==> src/rtl/gdsd_pkg.sv <==
// ----------------------------------------------------------------------------
// gdsd_pkg
// Shared widths, calendar constants, month-length and leap helpers and the request
// type of the shared adder used by the date subtraction core.
// ----------------------------------------------------------------------------
package gdsd_pkg;

    localparam int DAY_W   = 5;
    localparam int MONTH_W = 4;
    localparam int YEAR_W  = 14;
    localparam int BACK_W  = 16;

    // Running day count: must hold day_in - days_back down to -65534.
    localparam int ACC_W   = BACK_W + 2;

    // year mod 25 residue, together with the low year bits, settles the leap rule.
    localparam int CENT_DIV = 25;
    localparam int RES_W    = 5;

    // year / 25 equals (year * CENT_RECIP) >> CENT_SHIFT for every 14-bit year.
    localparam int RECIP_W    = 15;
    localparam int CENT_SHIFT = 19;
    localparam int PROD_W     = YEAR_W + RECIP_W;
    localparam int QUOT_W     = PROD_W - CENT_SHIFT;
    localparam logic [RECIP_W-1:0] CENT_RECIP = RECIP_W'(20972);

    localparam logic [YEAR_W-1:0]  MIN_YEAR = YEAR_W'(1601);
    localparam logic [MONTH_W-1:0] MON_JAN  = MONTH_W'(1);
    localparam logic [MONTH_W-1:0] MON_FEB  = MONTH_W'(2);
    localparam logic [MONTH_W-1:0] MON_APR  = MONTH_W'(4);
    localparam logic [MONTH_W-1:0] MON_JUN  = MONTH_W'(6);
    localparam logic [MONTH_W-1:0] MON_SEP  = MONTH_W'(9);
    localparam logic [MONTH_W-1:0] MON_NOV  = MONTH_W'(11);
    localparam logic [MONTH_W-1:0] MON_DEC  = MONTH_W'(12);

    // Request to the shared adder/subtractor.
    typedef struct packed {
        logic                    sub;
        logic signed [ACC_W-1:0] a;
        logic signed [ACC_W-1:0] b;
    } alu_req_t;

    // Length of a month; codes outside 1..12 are screened out before use.
    function automatic logic [DAY_W-1:0] month_days(input logic [MONTH_W-1:0] m,
                                                    input logic leap);
        logic [DAY_W-1:0] len;
        begin
            case (m)
                MON_FEB:  len = leap ? DAY_W'(29) : DAY_W'(28);
                MON_APR,
                MON_JUN,
                MON_SEP,
                MON_NOV:  len = DAY_W'(30);
                default:  len = DAY_W'(31);
            endcase
            return len;
        end
    endfunction

    // Leap test from the year's low bits and its residue mod 25:
    // divisible by 100 means divisible by 4 with residue 0, and
    // divisible by 400 means divisible by 16 with residue 0.
    function automatic logic is_leap(input logic [YEAR_W-1:0] y,
                                     input logic [RES_W-1:0] r25);
        begin
            return ((y[1:0] == 2'b00) && (r25 != '0)) ||
                   ((y[3:0] == 4'b0000) && (r25 == '0));
        end
    endfunction

endpackage

==> src/rtl/gdsd_alu.sv <==
// ----------------------------------------------------------------------------
// gdsd_alu
// Shared signed adder/subtractor used for the year residue, the initial
// subtraction and every month step of the walk.
// ----------------------------------------------------------------------------
module gdsd_alu
(
    input  gdsd_pkg::alu_req_t                req,
    output logic signed [gdsd_pkg::ACC_W-1:0] res
);

    assign res = req.sub ? (req.a - req.b) : (req.a + req.b);

endmodule

==> src/rtl/gregorian_date_subtract_days_core.sv <==
// ----------------------------------------------------------------------------
// gregorian_date_subtract_days_core
// Validates a Gregorian date and subtracts a day count from it, one month
// per step, using a single shared adder under a small sequencer.
// ----------------------------------------------------------------------------
// One request is processed at a time and s_tready stays low while it runs.
// A request passes through intake, the residue step, the date check, the
// month walk and the output load: the year's quotient by 25 is taken at
// intake by a scaled reciprocal multiply, the residue step turns it into the
// residue mod 25 for the leap rule, and the month walk advances one month
// per cycle through the shared adder. An invalid date skips the walk and
// answers with tuser low and all date fields zero. The finished result sits
// in an output register, so a new request is accepted as soon as the result
// is loaded there.
// ----------------------------------------------------------------------------
module gregorian_date_subtract_days_core
(
    input  logic        clk,
    input  logic        rst_n,
    input  logic        s_tvalid,
    output logic        s_tready,
    input  logic [39:0] s_tdata,  // day_in[4:0], month_in[8:5], year_in[22:9],
                                  // days_back[38:23], zero pad [39]
    output logic        m_tvalid,
    input  logic        m_tready,
    output logic [23:0] m_tdata,  // day_out[4:0], month_out[8:5],
                                  // year_out[22:9], zero pad [23]
    output logic [0:0]  m_tuser   // date_valid[0]
);

    localparam int DW   = gdsd_pkg::DAY_W;
    localparam int MW   = gdsd_pkg::MONTH_W;
    localparam int YW   = gdsd_pkg::YEAR_W;
    localparam int BW   = gdsd_pkg::BACK_W;
    localparam int AW   = gdsd_pkg::ACC_W;
    localparam int RW   = gdsd_pkg::RES_W;
    localparam int PW   = gdsd_pkg::PROD_W;
    localparam int QW   = gdsd_pkg::QUOT_W;

    typedef enum logic [4:0] {
        ST_IDLE  = 5'b00001,
        ST_MOD   = 5'b00010,
        ST_CHECK = 5'b00100,
        ST_WALK  = 5'b01000,
        ST_DONE  = 5'b10000
    } state_t;

    state_t          state_reg, state_next;
    logic            m_valid_reg, m_valid_next;

    logic [DW-1:0]   day_reg, day_next;
    logic [MW-1:0]   month_reg, month_next;
    logic [YW-1:0]   year_reg, year_next;
    logic [BW-1:0]   back_reg, back_next;
    logic [QW-1:0]   quot_reg, quot_next;
    logic [RW-1:0]   r25_reg, r25_next;
    logic signed [AW-1:0] acc_reg, acc_next;
    logic            ok_reg, ok_next;

    logic [DW-1:0]   out_day_reg, out_day_next;
    logic [MW-1:0]   out_month_reg, out_month_next;
    logic [YW-1:0]   out_year_reg, out_year_next;
    logic            out_ok_reg, out_ok_next;

    gdsd_pkg::alu_req_t   alu_req;
    logic signed [AW-1:0] alu_res;

    logic            s_fire;
    logic            out_free;
    logic            leap_now;
    logic [PW-1:0]   recip_prod;
    logic [AW-1:0]   cent_mult;
    logic [DW-1:0]   cur_len;
    logic            date_ok;
    logic            acc_pos;
    logic [MW-1:0]   prev_month;
    logic [DW-1:0]   step_len;

    gdsd_alu u_alu
    (
        .req (alu_req),
        .res (alu_res)
    );

    assign s_tready = (state_reg == ST_IDLE);
    assign s_fire   = s_tvalid && s_tready;
    assign out_free = !m_valid_reg || m_tready;

    assign leap_now   = gdsd_pkg::is_leap(year_reg, r25_reg);
    assign recip_prod = PW'(s_tdata[22:9]) * PW'(gdsd_pkg::CENT_RECIP);
    assign cent_mult  = AW'(quot_reg) * AW'(gdsd_pkg::CENT_DIV);
    assign cur_len    = gdsd_pkg::month_days(month_reg, leap_now);
    assign date_ok    = (year_reg >= gdsd_pkg::MIN_YEAR) &&
                        (month_reg >= gdsd_pkg::MON_JAN) &&
                        (month_reg <= gdsd_pkg::MON_DEC) &&
                        (day_reg != '0) && (day_reg <= cur_len);
    assign acc_pos    = !acc_reg[AW-1] && (acc_reg != '0);

    // Month before the current one; December's length does not depend on leap.
    assign prev_month = (month_reg == gdsd_pkg::MON_JAN) ? gdsd_pkg::MON_DEC
                                                         : month_reg - MW'(1);
    assign step_len   = gdsd_pkg::month_days(prev_month, leap_now);

    // Operand selection for the shared adder.
    always_comb
    begin
        alu_req.sub = 1'b1;
        alu_req.a   = AW'(year_reg);
        alu_req.b   = cent_mult;
        case (state_reg)
            ST_CHECK:
            begin
                alu_req.sub = 1'b1;
                alu_req.a   = AW'(day_reg);
                alu_req.b   = AW'(back_reg);
            end
            ST_WALK:
            begin
                alu_req.sub = 1'b0;
                alu_req.a   = acc_reg;
                alu_req.b   = AW'(step_len);
            end
            default:
            begin
                alu_req.sub = 1'b1;
                alu_req.a   = AW'(year_reg);
                alu_req.b   = cent_mult;
            end
        endcase
    end

    always_comb
    begin
        state_next     = state_reg;
        m_valid_next   = m_valid_reg;
        day_next       = day_reg;
        month_next     = month_reg;
        year_next      = year_reg;
        back_next      = back_reg;
        quot_next      = quot_reg;
        r25_next       = r25_reg;
        acc_next       = acc_reg;
        ok_next        = ok_reg;
        out_day_next   = out_day_reg;
        out_month_next = out_month_reg;
        out_year_next  = out_year_reg;
        out_ok_next    = out_ok_reg;

        if (m_valid_reg && m_tready)
        begin
            m_valid_next = 1'b0;
        end

        case (state_reg)
            ST_IDLE:
            begin
                if (s_fire)
                begin
                    day_next   = s_tdata[4:0];
                    month_next = s_tdata[8:5];
                    year_next  = s_tdata[22:9];
                    back_next  = s_tdata[38:23];
                    quot_next  = recip_prod[PW-1:gdsd_pkg::CENT_SHIFT];
                    state_next = ST_MOD;
                end
            end
            ST_MOD:
            begin
                // The year minus 25 times its quotient leaves 0..24.
                r25_next   = alu_res[RW-1:0];
                state_next = ST_CHECK;
            end
            ST_CHECK:
            begin
                ok_next  = date_ok;
                acc_next = alu_res;
                if (date_ok)
                begin
                    state_next = ST_WALK;
                end
                else
                begin
                    state_next = ST_DONE;
                end
            end
            ST_WALK:
            begin
                if (acc_pos)
                begin
                    state_next = ST_DONE;
                end
                else
                begin
                    acc_next   = alu_res;
                    month_next = prev_month;
                    if (month_reg == gdsd_pkg::MON_JAN)
                    begin
                        year_next = year_reg - YW'(1);
                        r25_next  = (r25_reg == '0) ? RW'(gdsd_pkg::CENT_DIV - 1)
                                                    : r25_reg - RW'(1);
                    end
                end
            end
            ST_DONE:
            begin
                if (out_free)
                begin
                    out_ok_next    = ok_reg;
                    out_day_next   = ok_reg ? acc_reg[DW-1:0] : '0;
                    out_month_next = ok_reg ? month_reg : '0;
                    out_year_next  = ok_reg ? year_reg : '0;
                    m_valid_next   = 1'b1;
                    state_next     = ST_IDLE;
                end
            end
            default:
            begin
                state_next = ST_IDLE;
            end
        endcase
    end

    always_ff @(posedge clk or negedge rst_n)
    begin
        if (!rst_n)
        begin
            state_reg   <= ST_IDLE;
            m_valid_reg <= 1'b0;
        end
        else
        begin
            state_reg   <= state_next;
            m_valid_reg <= m_valid_next;
        end
    end

    always_ff @(posedge clk)
    begin
        day_reg       <= day_next;
        month_reg     <= month_next;
        year_reg      <= year_next;
        back_reg      <= back_next;
        quot_reg      <= quot_next;
        r25_reg       <= r25_next;
        acc_reg       <= acc_next;
        ok_reg        <= ok_next;
        out_day_reg   <= out_day_next;
        out_month_reg <= out_month_next;
        out_year_reg  <= out_year_next;
        out_ok_reg    <= out_ok_next;
    end

    assign m_tvalid = m_valid_reg;
    assign m_tdata  = {1'b0, out_year_reg, out_month_reg, out_day_reg};
    assign m_tuser  = out_ok_reg;

endmodule

==> config.mk <==
export PLATFORM = sky130hd
export DESIGN_NAME = gregorian_date_subtract_days_core
export DESIGN_NICKNAME = d
export VERILOG_FILES = /design/src/rtl/gdsd_pkg.sv /design/src/rtl/gdsd_alu.sv /design/src/rtl/gregorian_date_subtract_days_core.sv
export SDC_FILE = /design/constraint.sdc
export NUM_CORES = 1
export LEC_CHECK = 0
export BUFFER_PORTS_ARGS = -buffer_cell sky130_fd_sc_hd__buf_2
export CORE_UTILIZATION = 50
export CTS_CLUSTER_SIZE = 24
export DETAILED_ROUTE_END_ITERATION = 10
export PLACE_DENSITY = 0.75
export SYNTH_ARGS = -nofsm -noshare
export SYNTH_HDL_FRONTEND = slang
export SYNTH_HIERARCHICAL = 1
export SYNTH_SLANG_ARGS = --single-unit
==> constraint.sdc <==
create_clock -name clk -period 5 [get_ports clk]
set_clock_uncertainty 0.15 [all_clocks]
set_input_delay 0.5 -clock clk [delete_from_list [all_inputs] [get_ports clk]]
set_output_delay 0.5 -clock clk [all_outputs]
set_load 0.05 [all_outputs]
==> flow_metrics.py, run 1 <==
metrics = {
    "worst_setup_path": {
        "cp.required_ps": 4950,
        "crit_start": "quot_reg[3]$_DFFE_PP_",
        "crit_slowest_cell": "fa_1",
        "start_kind": "flop",
        "endpoint_kind": "flop",
        "path_cells": "ha_1 -> ha_1 -> inv_1 -> fa_1 -> inv_2 -> ha_4 -> a21oi_4 -> o21bai_4 -> xor2_1 -> a22o_1 -> or3_4 -> nor4_4 -> and2_4 -> a21oi_2 -> xnor2_1 -> ha_2 -> nand4_1 -> o41ai_2 -> xor2_1",
        "critical-path-max-stage-delay_ps": 500,
        "crit_fanout": 6,
        "cp.buffers_inverters": 2,
        "r2r_start": "quot_reg[3]$_DFFE_PP_",
        "arrival_ps": 4940,
        "critPathTopFamily": "adder cells",
        "crit_type": "flop to flop",
        "rrSetupSlack_ps": 10,
    },
    "drt": {
        "detail-route-antenna-nets": 0,
        "wire_per_inst_um": 15.80,
        "num_vias": 7794,
        "detail_route.wirelength_um": 22770,
        "drt_first_pass_iters": 5,
        "via_per_inst": 5.409,
        "drt_iter0_markers": 434,
        "drc": 0,
    },
    "sta": {
        "hold_slack_ps": 164.6,
        "period_minus_slack_ps": 4987,
        "slew_headroom": 0.3694,
        "worst_slew_pin_slew_ps": 945.9,
        "fmax_mhz": 200.5,
        "hold_viol_final": 0,
        "fin_crit_sh": 0.9973,
        "setup_violations": 0,
        "rsz0062_at_grt": "yes",
        "final_max_slew_viol_count": 0,
    },
    "cts": {
        "cts_tree": "done",
        "cts_buffers": 9,
        "root_buffer": "clkbuf_16",
        "clk_latency_ps": 360,
        "clockBufferDepth": 2,
        "path_clk_slew_ps": 80,
        "h-tree-depth": 3,
        "clock-sinks": 103,
    },
    "logic_synthesis": {
        "syn_inst": 991,
        "synth_top_cells_by_area": "edfxtp_1 (29%), ha_1 (20%), fa_1 (14%)",
        "synth_edf_count": 97,
        "yosys_warnings": 6,
        "synth_area_mm2": 0.01011,
        "synth_top_cell_area_share": 0.2880,
        "synth_area_leader_cell": "edfxtp_1",
        "synth_cell_types": 69,
        "synth-seq-cells": 103,
        "synth_seq_area_share": 0.3030,
        "synthFlopType": "edfxtp_1",
        "postSynthAreaPerCell_um2": 10.21,
        "async_flop_share": 0.05825,
    },
    "floorplan": {
        "core.rowCount": 51,
        "boundaryPins": 71,
        "dieHeight_um": 144.2,
        "core_area_mm2": 0.01965,
        "die_x_um": 144.2,
        "initial_core_util": 0.5146,
        "dieArea_mm2": 0.02080,
    },
    "global_routing": {
        "grt_pass1_vias": 7570,
        "antenna_found_initial": 0,
        "track_usage": 0.2275,
        "grt_start_max_net_pins": 52,
        "grt-ovfl-total": 0,
        "grt_pass1_wl_um": 36210,
    },
    "place": {
        "dp_hpwl_um": 18020,
        "dpl-instance-area_mm2": 0.01158,
        "portBuffers": 68,
        "gp_congestion": 0.8999,
        "placedCellCount": 1419,
    },
    "hold_path": {
        "min-delay-start": "s_tdata[35]",
        "hold_class": "input port to flop",
    },
    "layout": {
        "largest_reg_flops": 18,
        "nNetsFinal": 1444,
        "final_cell_count_no_fill": 1441,
        "area_growth_pct": 20.85,
        "design_area_mm2": 0.01222,
        "diodes": 0,
        "fillCellCount": 1592,
        "drive_above_1_share": 0.2245,
    },
    "run": {
        "maxCapViolations": 0,
    },
    "status": {
        "outcome": "complete, no violations",
    },
}
## cells in the mapped netlist, drive strengths merged, types with 3 or more instances
library cell and n:
and2 32, o211ai 4, a31oi 5, xnor2 42, o31ai 9, o311ai 3, xor2 20, nor2 44
nand2b 4, nand2 68, nor4 10, or4 6, o41ai 7, fa 69, dfrtp 5, nand3 9
o21ai 44, nor3 25, nand4 5, a22o 13, inv 158, o22a 5, a21oi 45, and3 5
or3 5, a22oi 7, buf 6, edfxtp 97, o21a 6, a21o 17, clkbuf 15, ha 160
a211oi 6, o21bai 7
## routing by layer
metal  vias up  share of wire  track usage  routed length, um
met1      3738           0.43       0.2859               9831
met3        37          0.044      0.03146               1010
met4         0          0.019      0.06427                433
met2       204           0.50       0.4066              11500
li1       3815              -            -                  -
met5         -              0            0                  0
## worst paths after layout
check	end	cells after the start
min	back_reg[12]$_DFFE_PP_	1
min in group asynchronous	state_reg[1]$_DFFE_PN0P_	2
max	acc_reg[15]$_DFFE_PP_	19
min reg2reg	m_tvalid$_DFF_PN0_	2
max in group asynchronous	state_reg[0]$_DFFE_PN1P_	2
max reg2reg	acc_reg[15]$_DFFE_PP_	19
## cell usage in the layout (no fill, tap or decap), types with 8 or more instances in the layout
cell / n
a21o_1: 17
a21oi_1: 35
a21oi_2: 8
a22o_1: 12
and2_1: 31
buf_2: 65
buf_4: 116
clkbuf_16: 9
edfxtp_1: 97
fa_1: 68
ha_1: 150
ha_4: 8
inv_1: 152
nand2_1: 68
nand3_1: 9
nor2_1: 43
nor3_1: 22
nor4_1: 8
o21ai_0: 36
xnor2_1: 42
xor2_1: 20
## repair_timing
item | 4_1_cts | 5_1_grt
hold endpoints to repair | 6 | 0
endpoints found under the setup margin | 5 | 11
hold buffers | 1 | 0
gates cloned | 0 | 0
resized for setup | 19 | 42
pin swaps | 15 | 48
buffers inserted | 3 | 4
## cell families (layout without fill, tap and decap cells)
logic type / Yosys count / count (layout) / synth area share
XOR/XNOR: 62 / 62 / 0.05369
multiplexers: 1 / 1 / 0.0009898
AND/OR/NAND/NOR: 222 / 222 / 0.1100
other: 1 / 3 / 0.0003708
adder cells (fa/ha/maj): 229 / 229 / 0.3345
AO/OA/AOI/OAI: 193 / 193 / 0.1293
buffers and inverters: 180 / 363 / 0.06817
flip-flops: 103 / 103 / 0.3030
## layout make-up
cell class | count | area [um2] | share of cell area
multi-input combinational | 710 | 6644 | 0.5436
sequential | 103 | 3064 | 0.2507
timing repair buffer | 188 | 1262 | 0.1033
inverter | 159 | 599.3 | 0.04904
tap | 265 | 331.6 | 0.02713
clock buffer | 9 | 225.2 | 0.01843
clock inverter | 7 | 95.09 | 0.007781
## through the flow
step | TNS, ps | setup WS [ps] | util
2_1_floorplan | 0 | 22.27 | -
3_3_place_gp | -1199 | -205.6 | 0.5893
3_5_place_dp | -1669 | -287.0 | 0.5893
4_1_cts | -9.349 | -9.349 | 0.6113
5_1_grt | -967.9 | -181.2 | 0.6218
6_report | 0 | 13.37 | 0.6218
Power of run 1 is left out: the tool's default activity adds up to more than one toggle a clock period on the data nets, which glitch-free logic cannot reach.
==> run 2: changes to the inputs <==
--- a/config.mk
+++ b/config.mk
@@ -9,7 +9,7 @@
 export CORE_UTILIZATION = 50
 export CTS_CLUSTER_SIZE = 24
 export DETAILED_ROUTE_END_ITERATION = 10
-export PLACE_DENSITY = 0.75
+export PLACE_DENSITY = 0.8
 export SYNTH_ARGS = -nofsm -noshare
 export SYNTH_HDL_FRONTEND = slang
 export SYNTH_HIERARCHICAL = 1
==> flow_metrics.py, run 2 (synthesis gave the netlist of run 1 again) <==
metrics = {
    "worst_setup_path": {
        "endpoint_kind": "flop",
        "r2r_start": "quot_reg[1]$_DFFE_PP_",
        "crit_type": "flop to flop",
        "path_cells": "ha_1 -> ha_1 -> ha_1 -> ha_1 -> a21o_1 -> a21oi_4 -> xnor2_1 -> o21ai_0 -> or3_4 -> nor4_4 -> o21ai_2 -> nor2_1 -> xor2_1 -> ha_1 -> a21o_1 -> a21o_1 -> a21oi_2 -> o21ai_1 -> a21oi_1 -> xnor2_1",
        "start_kind": "flop",
        "r2r_cells": 20,
        "critical-path-max-stage-delay_ps": 440,
        "crit_top_cell": "ha_1",
        "cp.buffers_inverters": 0,
        "rrSetupSlack_ps": -170,
        "cp.required_ps": 4960,
        "reg2reg_to": "acc_reg[17]$_DFFE_PP_",
        "arrival_ps": 5130,
        "crit_fanout": 3,
        "crit_slowest_cell": "or3_4",
        "critPathTopFamily": "adder cells",
    },
    "sta": {
        "final_max_slew_viol_count": 0,
        "fin_crit_sh": 1.033,
        "fmax_mhz": 193.6,
        "period_minus_slack_ps": 5166,
        "rsz0062_at_grt": "yes",
        "final.setup.tns_ps": -323.1,
        "worst_slew_pin_slew_ps": 965.6,
        "setup_slack_ps": -166.0,
        "slew_headroom": 0.3563,
        "setup_violations": 4,
        "hold_viol_final": 0,
    },
    "global_routing": {
        "grt_pass1_wl_um": 37350,
        "antenna_found_initial": 0,
        "grt_pass1_vias": 7778,
        "track_usage": 0.2348,
        "grt_start_max_net_pins": 52,
        "grt-ovfl-total": 0,
    },
    "layout": {
        "multiInputGateArea_mm2": 0.006648,
        "seq_area_mm2": 0.003064,
        "layout_commonest_cell": "inv_1",
        "largest_reg_flops": 18,
        "fin_util": 0.6218,
        "diodes": 0,
        "drive_above_1_share": 0.2256,
        "area_growth_pct": 20.85,
        "nNetsFinal": 1447,
        "fillCellCount": 1567,
        "final_cell_count_no_fill": 1444,
        "final_cell_mix": "inv_1 (153), ha_1 (152), buf_4 (120), edfxtp_1 (97), fa_1 (69)",
    },
    "drt": {
        "wire_per_inst_um": 16.19,
        "num_vias": 7853,
        "detail_route.wirelength_um": 23380,
        "drt_iter0_markers": 531,
        "drc": 0,
        "via_per_inst": 5.438,
        "drt_first_pass_iters": 5,
        "detail-route-antenna-nets": 0,
    },
    "cts": {
        "clk_latency_ps": 360,
        "cts_tree": "done",
        "h-tree-depth": 3,
        "clock-sinks": 103,
        "cts_buffers": 9,
        "path_clk_slew_ps": 80,
        "clockBufferDepth": 2,
        "root_buffer": "clkbuf_16",
    },
    "place": {
        "dp_hpwl_um": 18490,
        "portBuffers": 68,
        "place_worst_setup_slack_ps": -272.2,
        "placedCellCount": 1417,
        "gp_congestion": 0.9428,
    },
    "hold_path": {
        "whs_path_depth": 1,
        "hold_class": "input port to flop",
        "worstHoldEndpoint": "back_reg[3]$_DFFE_PP_",
        "min-delay-start": "s_tdata[26]",
    },
    "floorplan": {
        "core.rowCount": 51,
        "core_area_mm2": 0.01965,
        "die_x_um": 144.2,
        "dieArea_mm2": 0.02080,
        "dieHeight_um": 144.2,
        "initial_core_util": 0.5146,
        "boundaryPins": 71,
    },
    "status": {
        "failed_checks": "negative setup slack",
        "outcome": "finished, violations left",
    },
    "run": {
        "maxCapViolations": 0,
    },
}
[run 2: worst max-delay path by stage]
stage / startpoint / end / cells past startpoint
finish: quot_reg[1]$_DFFE_PP_ / acc_reg[17]$_DFFE_PP_ / 20
global route: quot_reg[2]$_DFFE_PP_ / acc_reg[17]$_DFFE_PP_ / 22
CTS: quot_reg[3]$_DFFE_PP_ / acc_reg[15]$_DFFE_PP_ / 20
detailed placement: s_tdata[18] / quot_reg[5]$_DFFE_PP_ / 17
global placement: s_tdata[19] / quot_reg[8]$_DFFE_PP_ / 15
floorplan: quot_reg[4]$_DFFE_PP_ / acc_reg[17]$_DFFE_PP_ / 24
[run 2: cell type report]
cell class              instances  area share
multi-input cells             710      0.5439
flip-flops and latches        103      0.2507
well taps                     265     0.02713
clock inverters                 7    0.006040
inverters                     159     0.04883
repair buffers                191      0.1049
clock buffers                   9     0.01843
[run 2: timing repair]
action                                  4_1_cts  5_1_grt
buffers inserted                              1       10
pin swaps                                    10       41
hold buffers                                  1        0
endpoints found under the setup margin        5       14
resized for setup                            18       41
hold endpoints to repair                      6        0
[run 2: through the flow]
stage / hold slack (ps) / cell area (um2)
floorplan: 54.41 / 10140
global placement: 175.3 / 11570
detailed placement: 181.0 / 11570
CTS: 149.0 / 11950
global route: 149.4 / 12220
finish: 159.2 / 12220
[run 2: routing by layer]
| metal | share of wire | vias up | wire length, um | GRT usage |
|---|---|---|---|---|
| li1 | - | 3815 | - | - |
| met1 | 0.43 | 3760 | 10110 | 0.2913 |
| met2 | 0.50 | 225 | 11610 | 0.4116 |
| met3 | 0.041 | 53 | 948 | 0.03278 |
| met4 | 0.031 | 0 | 719 | 0.09363 |
| met5 | 0 | - | 0 | 0 |
Power of run 2 is left out for the same reason.
==> run 3: changes to the inputs <==
--- a/config.mk
+++ b/config.mk
@@ -6,10 +6,9 @@
 export NUM_CORES = 1
 export LEC_CHECK = 0
 export BUFFER_PORTS_ARGS = -buffer_cell sky130_fd_sc_hd__buf_2
-export CORE_UTILIZATION = 50
+export CORE_UTILIZATION = 43
 export CTS_CLUSTER_SIZE = 24
 export DETAILED_ROUTE_END_ITERATION = 10
-export PLACE_DENSITY = 0.8
 export SYNTH_ARGS = -nofsm -noshare
 export SYNTH_HDL_FRONTEND = slang
 export SYNTH_HIERARCHICAL = 1
==> flow_metrics.py, run 3 (synthesis gave the netlist of run 1 again) <==
metrics = {
    "floorplan": {
        "core.rowCount": 55,
        "core_area_mm2": 0.02285,
        "boundaryPins": 71,
        "dieHeight_um": 155.4,
        "die_x_um": 155.4,
        "initial_core_util": 0.4427,
        "dieArea_mm2": 0.02414,
    },
    "worst_setup_path": {
        "rrSetupSlack_ps": 30,
        "crit_type": "flop to flop",
        "arrival_ps": 4930,
        "cp.required_ps": 4960,
        "endpoint_kind": "flop",
        "crit_fanout": 7,
        "start_kind": "flop",
    },
    "cts": {
        "clock-sinks": 103,
        "h-tree-depth": 3,
        "cts_tree": "done",
        "clk_latency_ps": 360,
        "clockBufferDepth": 2,
        "root_buffer": "clkbuf_16",
        "path_clk_slew_ps": 80,
        "cts_buffers": 9,
    },
    "sta": {
        "hold_slack_ps": 164.7,
        "fin_crit_sh": 0.9943,
        "setup_violations": 0,
        "rsz0062_at_grt": "yes",
        "final.setup.tns_ps": 0,
        "hold_viol_final": 0,
        "final_max_slew_viol_count": 0,
        "worst_slew_pin_slew_ps": 1140,
        "slew_headroom": 0.2399,
        "fmax_mhz": 201.1,
        "period_minus_slack_ps": 4972,
    },
    "global_routing": {
        "grt_start_max_net_pins": 52,
        "grt_pass1_vias": 7546,
        "track_usage": 0.2022,
        "grt_pass1_wl_um": 37960,
        "grt-ovfl-total": 0,
        "antenna_found_initial": 0,
    },
    "layout": {
        "design_area_mm2": 0.01253,
        "diodes": 0,
        "area_growth_pct": 23.91,
        "final_cell_count_no_fill": 1507,
        "fillCellCount": 2052,
        "largest_reg_flops": 18,
        "nNetsFinal": 1462,
        "final_cell_mix": "inv_1 (152), ha_1 (150), buf_4 (138), edfxtp_1 (97)",
        "drive_above_1_share": 0.2462,
        "layout_commonest_cell": "inv_1",
    },
    "drt": {
        "drt_first_pass_iters": 4,
        "wire_per_inst_um": 15.85,
        "detail-route-antenna-nets": 0,
        "drt_iter0_markers": 394,
        "detail_route.wirelength_um": 23880,
        "drc": 0,
        "num_vias": 7735,
        "via_per_inst": 5.133,
    },
    "hold_path": {
        "hold_class": "input port to flop",
    },
    "place": {
        "placedCellCount": 1477,
        "dpl-instance-area_mm2": 0.01172,
        "dp_hpwl_um": 19080,
        "gp_congestion": 0.9201,
        "portBuffers": 68,
    },
    "status": {
        "outcome": "complete, no violations",
    },
    "run": {
        "maxCapViolations": 0,
    },
}
run 3: layout make-up:
cell class,count,area (um2),area share
multi-input cells,710,6787,0.5415
clock buffers,11,242.7,0.01937
inverters,159,596.8,0.04762
flip-flops and latches,103,3064,0.2445
repair buffers,206,1393,0.1111
well taps,313,391.6,0.03125
clock inverters,5,57.56,0.004593
run 3: path summary, 6_finish.rpt:
path,from,end,cells after the start
min in group asynchronous,rst_n,state_reg[3]$_DFFE_PN0P_,2
worst max-delay path,quot_reg[3]$_DFFE_PP_,acc_reg[14]$_DFFE_PP_,23
worst min-delay path,s_tdata[4],day_reg[4]$_DFFE_PP_,1
worst min register to register,year_reg[1]$_DFFE_PP_,out_year_reg[1]$_SDFFCE_PN0P_,1
max in group asynchronous,rst_n,state_reg[0]$_DFFE_PN1P_,2
worst max register to register,quot_reg[3]$_DFFE_PP_,acc_reg[14]$_DFFE_PP_,23
run 3: what timing repair did:
item / 4_1_cts / 5_1_grt
pin swaps: 23 / 50
buffers inserted: 7 / 6
setup endpoints to repair: 5 / 12
hold buffers: 1 / 0
gates resized for setup: 18 / 63
endpoints found under the hold margin: 5 / 0
run 3: stage by stage:
stage | utilization | setup WS (ps)
floorplan | - | 22.27
global placement | 0.5129 | -262.8
detailed placement | 0.5129 | -320.3
CTS | 0.5319 | 10.00
global route | 0.5485 | -170.8
finish | 0.5485 | 28.41
run 3: worst max-delay path, stage by stage (launching register included):
cell and delay, ps:
edfxtp_1 420, ha_1 320, ha_1 290, inv_2 40, fa_1 510, inv_2 50
ha_4 260, a21oi_4 140, o21bai_4 80, a21o_1 170, a21oi_2 120, xor2_1 100
o31ai_2 340, buf_4 190, nor3_2 40, a21oi_1 170, xnor2_1 120, ha_1 310
buf_4 170, a21oi_1 90, o21ai_2 240, o21bai_4 180, o41ai_4 100, xnor2_1 130
run 3: per-layer routing:
layer | part of all wire | global-route usage | routed length [um] | up-vias
li1 | - | - | - | 3848
met1 | 0.47 | 0.2784 | 11200 | 3707
met4 | 0.015 | 0.05089 | 352 | 0
met3 | 0.043 | 0.02953 | 1017 | 18
met2 | 0.47 | 0.3338 | 11310 | 162
met5 | 0 | 0 | 0 | -
Power of run 3 is left out for the same reason.
